<file path="src/rtl/eos_pkg.sv">
// ----------------------------------------------------------------------------
// eos_pkg
// shared constants and types of the elevator order scheduler
// ----------------------------------------------------------------------------
`timescale 1ns / 1ps
`default_nettype none

package eos_pkg;

    // number of floors served, one bit per floor in every call vector
    localparam int FLOORS  = 4;
    localparam int FLOOR_W = (FLOORS > 1) ? $clog2(FLOORS) : 1;

    typedef enum logic [2:0] {
        OP_LATCH      = 3'd0,
        OP_FLOOR      = 3'd1,
        OP_TARGET     = 3'd2,
        OP_DIRECTION  = 3'd3,
        OP_CLEAR_HERE = 3'd4,
        OP_CLEAR_ALL  = 3'd5,
        OP_EMERGENCY  = 3'd6,
        OP_QUERY      = 3'd7
    } op_t;

    typedef enum logic [1:0] {
        DIR_NONE = 2'd0,
        DIR_UP   = 2'd1,
        DIR_DOWN = 2'd2
    } dir_t;

endpackage

`default_nettype wire

</file>
<file path="src/rtl/elevator_order_scheduler_top.sv">
// ----------------------------------------------------------------------------
// elevator_order_scheduler_top
// scan-style order book for one elevator car with one status result per op
// ----------------------------------------------------------------------------
// usage:
//   s_* channel carries one operation per transfer (opcode, button vectors,
//   floor sensors and a query floor); m_* channel returns one status word
//   per operation, in order, with the state as it stands after that op
//   path: each operation passes the input register, then the result
//   register, and m_valid rises once the result register is loaded
//   throughput: one operation per cycle while m_ready stays high; every op
//   is a single pass of small priority encoders over the floor vectors
//   between the two registers
//   stall: when m_ready is low the result register holds; the input
//   register still takes one more transfer, after which s_ready drops
//   until the result is taken
//   reset: aresetn low (synchronous) empties both registers and returns
//   all order vectors, floor, direction, target and emergency flag to zero
// ----------------------------------------------------------------------------
`timescale 1ns / 1ps
`default_nettype none

module elevator_order_scheduler_top (
    input  wire                              aclk,
    input  wire                              aresetn,
    // operation input
    input  wire                              s_valid,
    output logic                             s_ready,
    input  wire  [2:0]                       s_req_type,
    input  wire  [eos_pkg::FLOORS-1:0]       s_up_buttons,
    input  wire  [eos_pkg::FLOORS-1:0]       s_down_buttons,
    input  wire  [eos_pkg::FLOORS-1:0]       s_inside_buttons,
    input  wire  [eos_pkg::FLOORS-1:0]       s_floor_sensors,
    input  wire  [eos_pkg::FLOOR_W-1:0]      s_query_floor,
    // status output
    output logic                             m_valid,
    input  wire                              m_ready,
    output logic [1:0]                       m_motion_dir,
    output logic [eos_pkg::FLOOR_W-1:0]      m_goal_floor,
    output logic [eos_pkg::FLOOR_W-1:0]      m_known_floor,
    output logic [eos_pkg::FLOORS-1:0]       m_up_calls,
    output logic [eos_pkg::FLOORS-1:0]       m_down_calls,
    output logic [eos_pkg::FLOORS-1:0]       m_cabin_calls,
    output logic                             m_any_pending,
    output logic                             m_at_goal,
    output logic                             m_at_any_floor,
    output logic                             m_query_hit,
    output logic                             m_emergency_flag
);

    localparam int F  = eos_pkg::FLOORS;
    localparam int FW = eos_pkg::FLOOR_W;

    // ------------------------------------------------------------------
    // handshake control
    // ------------------------------------------------------------------
    logic in_valid_reg;
    logic out_valid_reg;
    logic s_fire;      // input transfer
    logic out_free;    // result register can take a new result
    logic exec;        // operation in the input register runs this cycle

    assign out_free = !out_valid_reg || m_ready;
    assign exec     = in_valid_reg && out_free;
    assign s_ready  = !in_valid_reg || out_free;
    assign s_fire   = s_valid && s_ready;

    // ------------------------------------------------------------------
    // input register (payload needs no reset)
    // ------------------------------------------------------------------
    eos_pkg::op_t   in_op_reg;
    logic [F-1:0]   in_up_reg;
    logic [F-1:0]   in_down_reg;
    logic [F-1:0]   in_inside_reg;
    logic [F-1:0]   in_sens_reg;
    logic [FW-1:0]  in_query_reg;

    always_ff @(posedge aclk) begin
        if (!aresetn) begin
            in_valid_reg <= 1'b0;
        end else if (s_fire) begin
            in_valid_reg <= 1'b1;
        end else if (exec) begin
            in_valid_reg <= 1'b0;
        end
    end

    always_ff @(posedge aclk) begin
        if (s_fire) begin
            in_op_reg     <= eos_pkg::op_t'(s_req_type);
            in_up_reg     <= s_up_buttons;
            in_down_reg   <= s_down_buttons;
            in_inside_reg <= s_inside_buttons;
            in_sens_reg   <= s_floor_sensors;
            in_query_reg  <= s_query_floor;
        end
    end

    // ------------------------------------------------------------------
    // order book state
    // ------------------------------------------------------------------
    logic [F-1:0]   up_reg, up_next;
    logic [F-1:0]   down_reg, down_next;
    logic [F-1:0]   cabin_reg, cabin_next;
    logic           pending_reg, pending_next;
    logic [FW-1:0]  floor_reg, floor_next;
    eos_pkg::dir_t  dir_reg, dir_next;
    logic [FW-1:0]  goal_reg, goal_next;
    logic           emerg_reg, emerg_next;
    logic           hit_next;

    // ------------------------------------------------------------------
    // scans over the current state
    // ------------------------------------------------------------------
    logic [F-1:0]   lat_up, lat_down, lat_cabin, lat_any;
    logic [F-1:0]   any_now, upc_now, dnc_now;
    logic           sens_found;
    logic [FW-1:0]  sens_idx;       // lowest active sensor
    logic           low_found;
    logic [FW-1:0]  low_idx;        // lowest floor with any order
    logic           upa_found;
    logic [FW-1:0]  upa_idx;        // up sweep: lowest up/cabin at or above floor
    logic           upb_found;
    logic [FW-1:0]  upb_idx;        // up sweep turn: highest down/cabin above 0
    logic           dna_found;
    logic [FW-1:0]  dna_idx;        // down sweep: highest down/cabin in 1..floor
    logic           dnb_found;
    logic [FW-1:0]  dnb_idx;        // down sweep turn: lowest up/cabin below top
    eos_pkg::dir_t  flip_dir;
    logic [FW-1:0]  flip_floor;

    // latch merges the new buttons into the stored orders
    assign lat_up    = up_reg | in_up_reg;
    assign lat_down  = down_reg | in_down_reg;
    assign lat_cabin = cabin_reg | in_inside_reg;
    assign lat_any   = lat_up | lat_down | lat_cabin;

    assign any_now = up_reg | down_reg | cabin_reg;
    assign upc_now = up_reg | cabin_reg;
    assign dnc_now = down_reg | cabin_reg;

    // priority encoders, lowest-wins scans walk downward, highest-wins upward
    always_comb begin
        sens_found = 1'b0;
        sens_idx   = '0;
        low_found  = 1'b0;
        low_idx    = '0;
        upa_found  = 1'b0;
        upa_idx    = '0;
        dnb_found  = 1'b0;
        dnb_idx    = '0;
        for (int i = F - 1; i >= 0; i--) begin
            if (in_sens_reg[i]) begin
                sens_found = 1'b1;
                sens_idx   = FW'(i);
            end
            if (any_now[i]) begin
                low_found = 1'b1;
                low_idx   = FW'(i);
            end
            if (upc_now[i] && (FW'(i) >= floor_reg)) begin
                upa_found = 1'b1;
                upa_idx   = FW'(i);
            end
            if (upc_now[i] && (i < F - 1)) begin
                dnb_found = 1'b1;
                dnb_idx   = FW'(i);
            end
        end
    end

    always_comb begin
        upb_found = 1'b0;
        upb_idx   = '0;
        dna_found = 1'b0;
        dna_idx   = '0;
        for (int i = 1; i < F; i++) begin
            if (dnc_now[i]) begin
                upb_found = 1'b1;
                upb_idx   = FW'(i);
            end
            if (dnc_now[i] && (FW'(i) <= floor_reg)) begin
                dna_found = 1'b1;
                dna_idx   = FW'(i);
            end
        end
    end

    // direction flip: up turns down one floor higher, else turns up one lower
    always_comb begin
        if (dir_reg == eos_pkg::DIR_UP) begin
            flip_dir   = eos_pkg::DIR_DOWN;
            flip_floor = (floor_reg != FW'(F - 1)) ? floor_reg + FW'(1) : floor_reg;
        end else begin
            flip_dir   = eos_pkg::DIR_UP;
            flip_floor = (floor_reg != '0) ? floor_reg - FW'(1) : floor_reg;
        end
    end

    // ------------------------------------------------------------------
    // operation decode
    // ------------------------------------------------------------------
    always_comb begin
        up_next      = up_reg;
        down_next    = down_reg;
        cabin_next   = cabin_reg;
        pending_next = pending_reg;
        floor_next   = floor_reg;
        dir_next     = dir_reg;
        goal_next    = goal_reg;
        emerg_next   = emerg_reg;
        hit_next     = 1'b0;

        unique case (in_op_reg)
            eos_pkg::OP_LATCH: begin
                up_next      = lat_up;
                down_next    = lat_down;
                cabin_next   = lat_cabin;
                pending_next = |lat_any;
            end
            eos_pkg::OP_FLOOR: begin
                if (sens_found) begin
                    floor_next = sens_idx;
                end
            end
            eos_pkg::OP_TARGET: begin
                if (dir_reg == eos_pkg::DIR_NONE || emerg_reg) begin
                    // idle or emergency: nearest order from the bottom
                    if (low_found) begin
                        goal_next = low_idx;
                    end
                end else if (dir_reg == eos_pkg::DIR_UP) begin
                    if (upa_found) begin
                        goal_next = upa_idx;
                    end else if (upb_found) begin
                        goal_next = upb_idx;
                    end else begin
                        dir_next = eos_pkg::DIR_NONE;
                    end
                end else if (dir_reg == eos_pkg::DIR_DOWN) begin
                    if (dna_found) begin
                        goal_next = dna_idx;
                    end else if (dnb_found) begin
                        goal_next = dnb_idx;
                    end else begin
                        dir_next = eos_pkg::DIR_NONE;
                    end
                end else begin
                    // unused direction code settles to idle
                    dir_next = eos_pkg::DIR_NONE;
                end
            end
            eos_pkg::OP_DIRECTION: begin
                if (goal_reg == floor_reg && (|in_sens_reg)) begin
                    dir_next = eos_pkg::DIR_NONE;
                end else if (goal_reg > floor_reg) begin
                    if (dir_reg == eos_pkg::DIR_DOWN) begin
                        dir_next   = flip_dir;
                        floor_next = flip_floor;
                    end else begin
                        dir_next = eos_pkg::DIR_UP;
                    end
                end else if (goal_reg < floor_reg) begin
                    if (dir_reg == eos_pkg::DIR_UP) begin
                        dir_next   = flip_dir;
                        floor_next = flip_floor;
                    end else begin
                        dir_next = eos_pkg::DIR_DOWN;
                    end
                end else if (emerg_reg) begin
                    // between floors at the goal during emergency
                    emerg_next = 1'b0;
                    dir_next   = flip_dir;
                    floor_next = flip_floor;
                end
            end
            eos_pkg::OP_CLEAR_HERE: begin
                up_next    = up_reg & ~(F'(1) << floor_reg);
                down_next  = down_reg & ~(F'(1) << floor_reg);
                cabin_next = cabin_reg & ~(F'(1) << floor_reg);
            end
            eos_pkg::OP_CLEAR_ALL: begin
                up_next      = '0;
                down_next    = '0;
                cabin_next   = '0;
                pending_next = 1'b0;
            end
            eos_pkg::OP_EMERGENCY: begin
                emerg_next = 1'b1;
            end
            eos_pkg::OP_QUERY: begin
                up_next      = lat_up;
                down_next    = lat_down;
                cabin_next   = lat_cabin;
                pending_next = |lat_any;
                hit_next     = lat_any[in_query_reg];
            end
        endcase
    end

    always_ff @(posedge aclk) begin
        if (!aresetn) begin
            up_reg      <= '0;
            down_reg    <= '0;
            cabin_reg   <= '0;
            pending_reg <= 1'b0;
            floor_reg   <= '0;
            dir_reg     <= eos_pkg::DIR_NONE;
            goal_reg    <= '0;
            emerg_reg   <= 1'b0;
        end else if (exec) begin
            up_reg      <= up_next;
            down_reg    <= down_next;
            cabin_reg   <= cabin_next;
            pending_reg <= pending_next;
            floor_reg   <= floor_next;
            dir_reg     <= dir_next;
            goal_reg    <= goal_next;
            emerg_reg   <= emerg_next;
        end
    end

    // ------------------------------------------------------------------
    // result register
    // ------------------------------------------------------------------
    always_ff @(posedge aclk) begin
        if (!aresetn) begin
            out_valid_reg <= 1'b0;
        end else if (exec) begin
            out_valid_reg <= 1'b1;
        end else if (m_ready) begin
            out_valid_reg <= 1'b0;
        end
    end

    always_ff @(posedge aclk) begin
        if (exec) begin
            m_motion_dir     <= dir_next;
            m_goal_floor     <= goal_next;
            m_known_floor    <= floor_next;
            m_up_calls       <= up_next;
            m_down_calls     <= down_next;
            m_cabin_calls    <= cabin_next;
            m_any_pending    <= pending_next;
            m_at_goal        <= in_sens_reg[goal_next];
            m_at_any_floor   <= |in_sens_reg;
            m_query_hit      <= hit_next;
            m_emergency_flag <= emerg_next;
        end
    end

    assign m_valid = out_valid_reg;

endmodule

`default_nettype wire

</file>
<file path="config.mk">
export PLATFORM = sky130hd
export DESIGN_NAME = elevator_order_scheduler_top
export DESIGN_NICKNAME = d
export VERILOG_FILES = /design/src/rtl/eos_pkg.sv /design/src/rtl/elevator_order_scheduler_top.sv
export SDC_FILE = /design/constraint.sdc
export NUM_CORES = 1
export LEC_CHECK = 0
export BUFFER_PORTS_ARGS = -buffer_cell sky130_fd_sc_hd__buf_2
export CAP_MARGIN = 5
export CORE_UTILIZATION = 23
export CTS_CLUSTER_DIAMETER = 80
export DETAILED_ROUTE_END_ITERATION = 6
export GPL_TIMING_DRIVEN = 0
export PLACE_DENSITY_LB_ADDON = 0.15
export SLEW_MARGIN = 0
export SYNTH_ARGS = -nofsm -noshare
export SYNTH_HDL_FRONTEND = slang
export SYNTH_SLANG_ARGS = --single-unit
export TNS_END_PERCENT = 5
</file>
<file path="constraint.sdc">
create_clock -name aclk -period 2.5 [get_ports aclk]
set_input_delay 0.125 -clock aclk [delete_from_list [all_inputs] [get_ports aclk]]
set_output_delay 0.125 -clock aclk [all_outputs]
set_load 0.03 [all_outputs]
</file>
# After elaboration in Yosys (flattened, before gate mapping)
# Cells that the tools add are included.
# W data, S select, Z words.
[classes] add_sub_neg=2 n_lt_le_gt_ge=11 eq_ne=11 n_shift=1 mux=93 bitwise_logic=13 n_reduce_logical=23
[op_table] operator="$mux W2" n=52
[op_table] operator="$or A4 B4 Y4" n=9
[op_table] operator="$pmux W4 S3" n=3
[op_table] operator="$mux W1" n=32
[op_table] operator="$and A4 B4 Y4" n=3
[op_table] operator="$eq A3 B3 Y1 const B" n=4
[op_table] operator="$logic_and A1 B1 Y1" n=10
[op_table] operator="$pmux W2 S2" n=2
[op_table] operator="$reduce_or A4 Y1" n=2
[op_table] operator="$eq A3 B2 Y1 const B" n=2
[op_table] operator="$lt A2 B3 Y1 const B" n=2
[op_table] operator="$reduce_bool A2 Y1" n=3
[op_table] operator="$bmux W1 S2" n=2
[op_table] operator="$ge A1 B2 Y1 const A" n=2
[op_table] operator="$ge A2 B2 Y1 const A" n=2
[op_table] operator="$le A2 B2 Y1 const A" n=2
[op_table] operator="$not A4 Y4" n=1
[op_table] operator="$pmux W1 S2" n=2
[op_table] operator="$shl A1 B2 Y4 const A" n=1
[op_table] operator="$eq A3 B1 Y1 const B" n=1
[op_table] operator="$logic_not A3 Y1" n=1
[op_table] operator="$logic_or A1 B1 Y1" n=3
[op_table] operator="$add A2 B1 Y2 const B" n=1
[op_table] operator="$eq A2 B1 Y1 const B" n=1
[op_table] operator="10 further kinds" n=11
[word_totals] reg_bits=66 in_bits=25 out_inout_bits=25

# Logic depth before layout (Yosys ltp)
[depth] ltp_word=12 depth_mapped=9 ltp_nobuf=8

# Least setup slack after synthesis
# Ideal clock, no wire load.
[synth_path] path_type="register to register" from="register out_valid_reg, in the netlist m_valid" to="register m_any_pending, enable pin" arrival_ns=1.780 required_time_ns=2.104 slack_ns=0.324 path_stages_with_launch=5 path_buffers=1 period_less_slack_ns=2.176 path_cell_list="dfxtp_1 -> nor2b_1 -> nand2b_1 -> clkinv_1 -> clkbuf_1"
[synth_via] elab_chain_cells=3
[synth_lines] item="start, declared" line="elevator_order_scheduler_top.sv:58" rtl="logic out_valid_reg;"
[synth_lines] item="start signal, assigned" line="elevator_order_scheduler_top.sv:328" rtl="out_valid_reg <= 1'b0;"
[synth_lines] item="start signal, assigned" line="elevator_order_scheduler_top.sv:330" rtl="out_valid_reg <= 1'b1;"
[synth_lines] item="start signal, assigned" line="elevator_order_scheduler_top.sv:332" rtl="out_valid_reg <= 1'b0;"
[synth_lines] item="$logic_not A1 Y1" line="elevator_order_scheduler_top.sv:63" rtl="assign out_free = !out_valid_reg || m_ready;"
[synth_lines] item="$logic_or A1 B1 Y1" line="elevator_order_scheduler_top.sv:63"
[synth_lines] item="$logic_and A1 B1 Y1" line="elevator_order_scheduler_top.sv:64" rtl="assign exec = in_valid_reg && out_free;"
[synth_lines] item="net exec" line="elevator_order_scheduler_top.sv:61" rtl="logic exec;"
[synth_lines] item="end signal, assigned" line="elevator_order_scheduler_top.sv:344" rtl="m_any_pending <= pending_next;"
[synth_lines] item="end, declared" line="elevator_order_scheduler_top.sv:44" rtl="output logic m_any_pending,"
# The timed path passes the listed nets, and every way through them passes these cells.
# A chain may end at the register's enable or synchronous reset.

# Worst setup path after layout
[layout_path] from="register cabin_reg[1]" to="register m_at_goal, data pin"
[layout_via] elab_chain_cells=12 word_cells_on_any_way=40
[layout_lines] item="start, declared" line="elevator_order_scheduler_top.sv:104" rtl="logic [F-1:0] cabin_reg, cabin_next;"
[layout_lines] item="start signal, assigned" line="elevator_order_scheduler_top.sv:314" rtl="cabin_reg <= cabin_next;"
[layout_lines] item="$or A4 B4 Y4" line="elevator_order_scheduler_top.sv:140" rtl="assign dnc_now = down_reg | cabin_reg;"
[layout_lines] item="$logic_and A1 B1 Y1" line="elevator_order_scheduler_top.sv:182" rtl="if (dnc_now[i] && (FW'(i) <= floor_reg)) begin"
[layout_lines] item="$mux W1" line="elevator_order_scheduler_top.sv:182"
[layout_lines] item="$mux W2 or $mux W1 (tied branches) (2 in series)" line="elevator_order_scheduler_top.sv:182"
[layout_lines] item="$mux W2" line="elevator_order_scheduler_top.sv:241" rtl="if (dna_found) begin"
[layout_lines] item="$mux W2" line="elevator_order_scheduler_top.sv:240" rtl="end else if (dir_reg == eos_pkg::DIR_DOWN) begin"
[layout_lines] item="$mux W2" line="elevator_order_scheduler_top.sv:232" rtl="end else if (dir_reg == eos_pkg::DIR_UP) begin"
[layout_lines] item="$mux W2 *" line="elevator_order_scheduler_top.sv:227" rtl="if (dir_reg == eos_pkg::DIR_NONE || emerg_reg) begin"
[layout_lines] item="$mux W2 *" line="elevator_order_scheduler_top.sv:214" rtl="unique case (in_op_reg)"
[layout_lines] item="$bmux W1 S2 *" line="elevator_order_scheduler_top.sv:345" rtl="m_at_goal <= in_sens_reg[goal_next];"
[layout_lines] item="$mux W1 (implied by the code) *" line="elevator_order_scheduler_top.sv:345"
[layout_lines] item="end signal, assigned" line="elevator_order_scheduler_top.sv:345"
[layout_lines] item="end, declared" line="elevator_order_scheduler_top.sv:45" rtl="output logic m_at_goal,"
# Mark *: on every way between the ends. The rest lies on a longest branch, timed or not. The select of a mux whose other input is x is not followed.

==> summary.md <==
| Metric | Value |
|---|---|
| Layout cells sized above 1 | 0.206 |
| Final Slew Violations | 0 |
| Largest net degree at the start of global routing | 33 |
| Final Util | 0.311 |
| CP Data Required Time | 2590 ps |
| Num ports | 50 |
| Top-area cell type share of the netlist area | 0.393 |
| Crit-path cells | buf_2 -> or3_1 -> nor4_1 -> o2bb2ai_2 -> o31ai_1 -> o21ai_1 -> mux2_2 |
| GRT Util Overall | 0.145 |
| Critical Path AT | 2530 ps |
| Syn Nets | 370 |
| Top cells by area, synth | edfxtp_1, dfxtp_1, a21oi_1 |
| Worst reg-to-reg setup slack | 60 ps |
| DPL Wire Length | 7.53 mm |
| P_leak | 1.62 nW |
| R2R depth | 7 |
| Library cells used by synthesis | 52 |
| CTS Buffer Depth | 2 |
| Reg-to-reg critical path startpoint | cabin_reg[1] |
| FF-to-FF End | m_at_goal |
| Main synth FF type | edfxtp_1 |
| Vias per inst | 4.86 |
| Vias in the first global route | 2,817 |
| RSZ-0062 raised after global routing | true |
| IO Port Bufs | 49 |
| Max stage delay on crit path | 450 ps |
| H-Tree Depth | 3 |
| Die Height | 123 um |
| Antenna Cells | 0 |
| Worst Clk Skew | 5.63 ps |
| Fin. Hold Viols | 0 |
| Final hold slack | 15.5 ps |
| Skew-Pair Late Insertion Delay | 340 ps |
| Filler cell count | 1,478 |
| Commonest non-fill, non-tap cells in the layout | buf_2, edfxtp_1, a21oi_1, nand2_1, nor2_1 |
| GR Overflow Total | 0 |
| Setup crit end | m_at_goal |
| Final ANT Viol Nets | 0 |
| Num rows | 43 |
| Cells after synthesis | 343 |
| Layout Nets | 450 |
| CTS Buf Count | 9 |
| Seq/Total Area, Yosys | 0.524 |
| Area Overhead vs Synth | 30.1% |
| Slowest cell on the critical path | nor4_1 |
| Antenna violations before repair | 0 |
| Period utilisation layout | 0.977 |
| Peak supply drop | 421 uV |
| CP Depth | 7 |
| Pwr/cell area | 696 nW/um2 |
| CP top delay family | simple AND/OR/NAND/NOR gates |
| Routability cong. | 0.877 |
| Vias post-DR | 2,955 |
| Die X | 123 um |
| Global-route wire length before repair | 15.8 mm |
| Syn_area_per_cell | 9.79 um2 |
| Crit Path Max Fanout | 10 |
| Minimum clock period | 2440 ps |
| Number of synthesized flops with an enable pin | 44 |
| Post-Syn Area | 3360 um2 |
| WS Path Type | reg -> reg |
| Worst Setup Start Kind | flip-flop |
| WL/cell | 16.8 um |
| Pre-CTS setup slack | -202 ps |
| Initial DRC count | 167 |
| Buf/Inv on CP | 1 |
| Count of final setup violators | 0 |
| HP Class | in -> reg |
| DR pass1 iterations | 4 |
| Commonest non-fill, non-tap cell in the layout | buf_2 |
| Clk sink count | 66 |
| Critical Path Source | cabin_reg[1] |
| Maxcap violations | 0 |
| Async SR Flop Fraction | 0 |
| Core area | 14,000 um2 |
| Synth Warn # | 0 |
| Clock slew at the register clock pins of the worst setup and hold paths | 50 ps |
| Final setup margin | 58.6 ps |
| Max frequency | 410 MHz |
| WL final | 10.2 mm |
| Endpoint class of the critical path | flip-flop |
| TritonCTS clock tree | built |
| Least-Margin Pin Slew | 973 ps |
| Cell at the root of the clock tree | clkbuf_16 |
| Status | completed |
| Postcts setup bufs | 0 |
| Flops & latches, synth | 66 |
| DIE AREA | 15,100 um2 |
| Initial Util | 0.239 |
| Max transition margin | 0.352 |
| DRC | 0 |
| Largest area contributor in the netlist | edfxtp_1 |
-- where the power goes --
part,total [mW],switching (mW),internal (mW)
logic,0.405,0.252,0.153
registers,1.26,0.0384,1.23
clock network,1.37,0.473,0.898
-- cells in the mapped netlist (2+ instances only) --
cell type  count
a2111oi_0      3
a211oi_1       5
a21oi_1       43
a2bb2oi_1      3
a311oi_1       2
a31oi_1        2
and2_1         4
clkbuf_1      16
clkinv_1       2
dfxtp_1       22
edfxtp_1      44
ha_1           2
inv_1         10
mux2i_1        2
nand2_1       42
nand2b_1       7
nand3_1        6
nand3b_1       2
nor2_1        35
nor2b_1        5
nor3_1         9
nor4_1         4
o211a_1        5
o211ai_1      10
o21a_1         3
o21ai_0       12
o21bai_1       3
o22ai_1        3
o311ai_0       3
o31ai_1        3
or2_2          4
or3_1          3
or3_4          2
or4_1          2
or4_4          3
-- metal layers --
metal	global-route usage	vias to the layer above	share of wire
li1	-	1443	-
met1	0.195	1419	0.49
met2	0.219	76	0.44
met3	0.0349	17	0.043
met4	0.0655	0	0.023
met5	0	-	0
-- worst min path at each step --
stage	from	depth (start not counted)	slack [ps]	endpoint
finish	s_valid	3	20	in_valid_reg
CTS	s_valid	3	0.3	in_valid_reg
floorplan	s_down_buttons[0]	0	220	in_down_reg[0]
global placement	s_down_buttons[2]	1	300	in_down_reg[2]
detailed placement	s_req_type[0]	1	300	in_op_reg[0]
global route	s_valid	3	70	in_valid_reg
-- worst register-to-register path: cells and delay by family (launching register included) --
| family | cells | cell delay (ps) |
|---|---|---|
| buffers and inverters | 1 | 180 |
| muxes | 1 | 360 |
| DFF | 1 | 290 |
| AOI/OAI and AO/OA | 3 | 490 |
| and+or+nand+nor | 2 | 870 |
-- timing repair --
item                                    4_1_cts  5_1_grt
pin swaps                                     0        1
hold buffers                                 21        0
gates resized for setup                       2        6
endpoints found under the setup margin        6       35
endpoints found under the hold margin        21        0
-- metrics by stage --
| stage | cells | instance area, um2 | setup TNS [ps] | total power, mW |
|---|---|---|---|---|
| after floorplan | 343 | 3360 | 0 | 1.53 |
| after global placement | 572 | 3830 | -14690 | 1.67 |
| after detailed placement | 572 | 3830 | -549 | 1.66 |
| after CTS | 608 | 4360 | 0 | 3.07 |
| after global routing | 608 | 4370 | -36.9 | 3.16 |
| final | 608 | 4370 | 0 | 3.04 |
-- cell type report --
| type | count | area [um2] | share of cell area |
|---|---|---|---|
| sequential | 66 | 1760 | 0.403 |
| multi-input combinational | 247 | 1480 | 0.340 |
| timing repair buffer | 70 | 455 | 0.104 |
| clock buffer | 11 | 243 | 0.0556 |
| tap | 180 | 225 | 0.0515 |
| clock inverter | 5 | 78.8 | 0.0180 |
| buffer | 17 | 75.1 | 0.0172 |
| inverter | 12 | 45.0 | 0.0103 |
-- cells by family (layout without fill, tap and decap cells) --
| kind of cell | after synthesis | after routing | share of synthesized area |
|---|---|---|---|
| adder cells (fa/ha/maj) | 2 | 2 | 0.00745 |
| AND/OR/NAND/NOR | 134 | 134 | 0.203 |
| flip-flops | 66 | 66 | 0.524 |
| multiplexers | 4 | 4 | 0.0171 |
| buffers and inverters | 30 | 115 | 0.0361 |
| AO/OA/AOI/OAI | 107 | 107 | 0.212 |
Power figures use the tool's default switching activity.
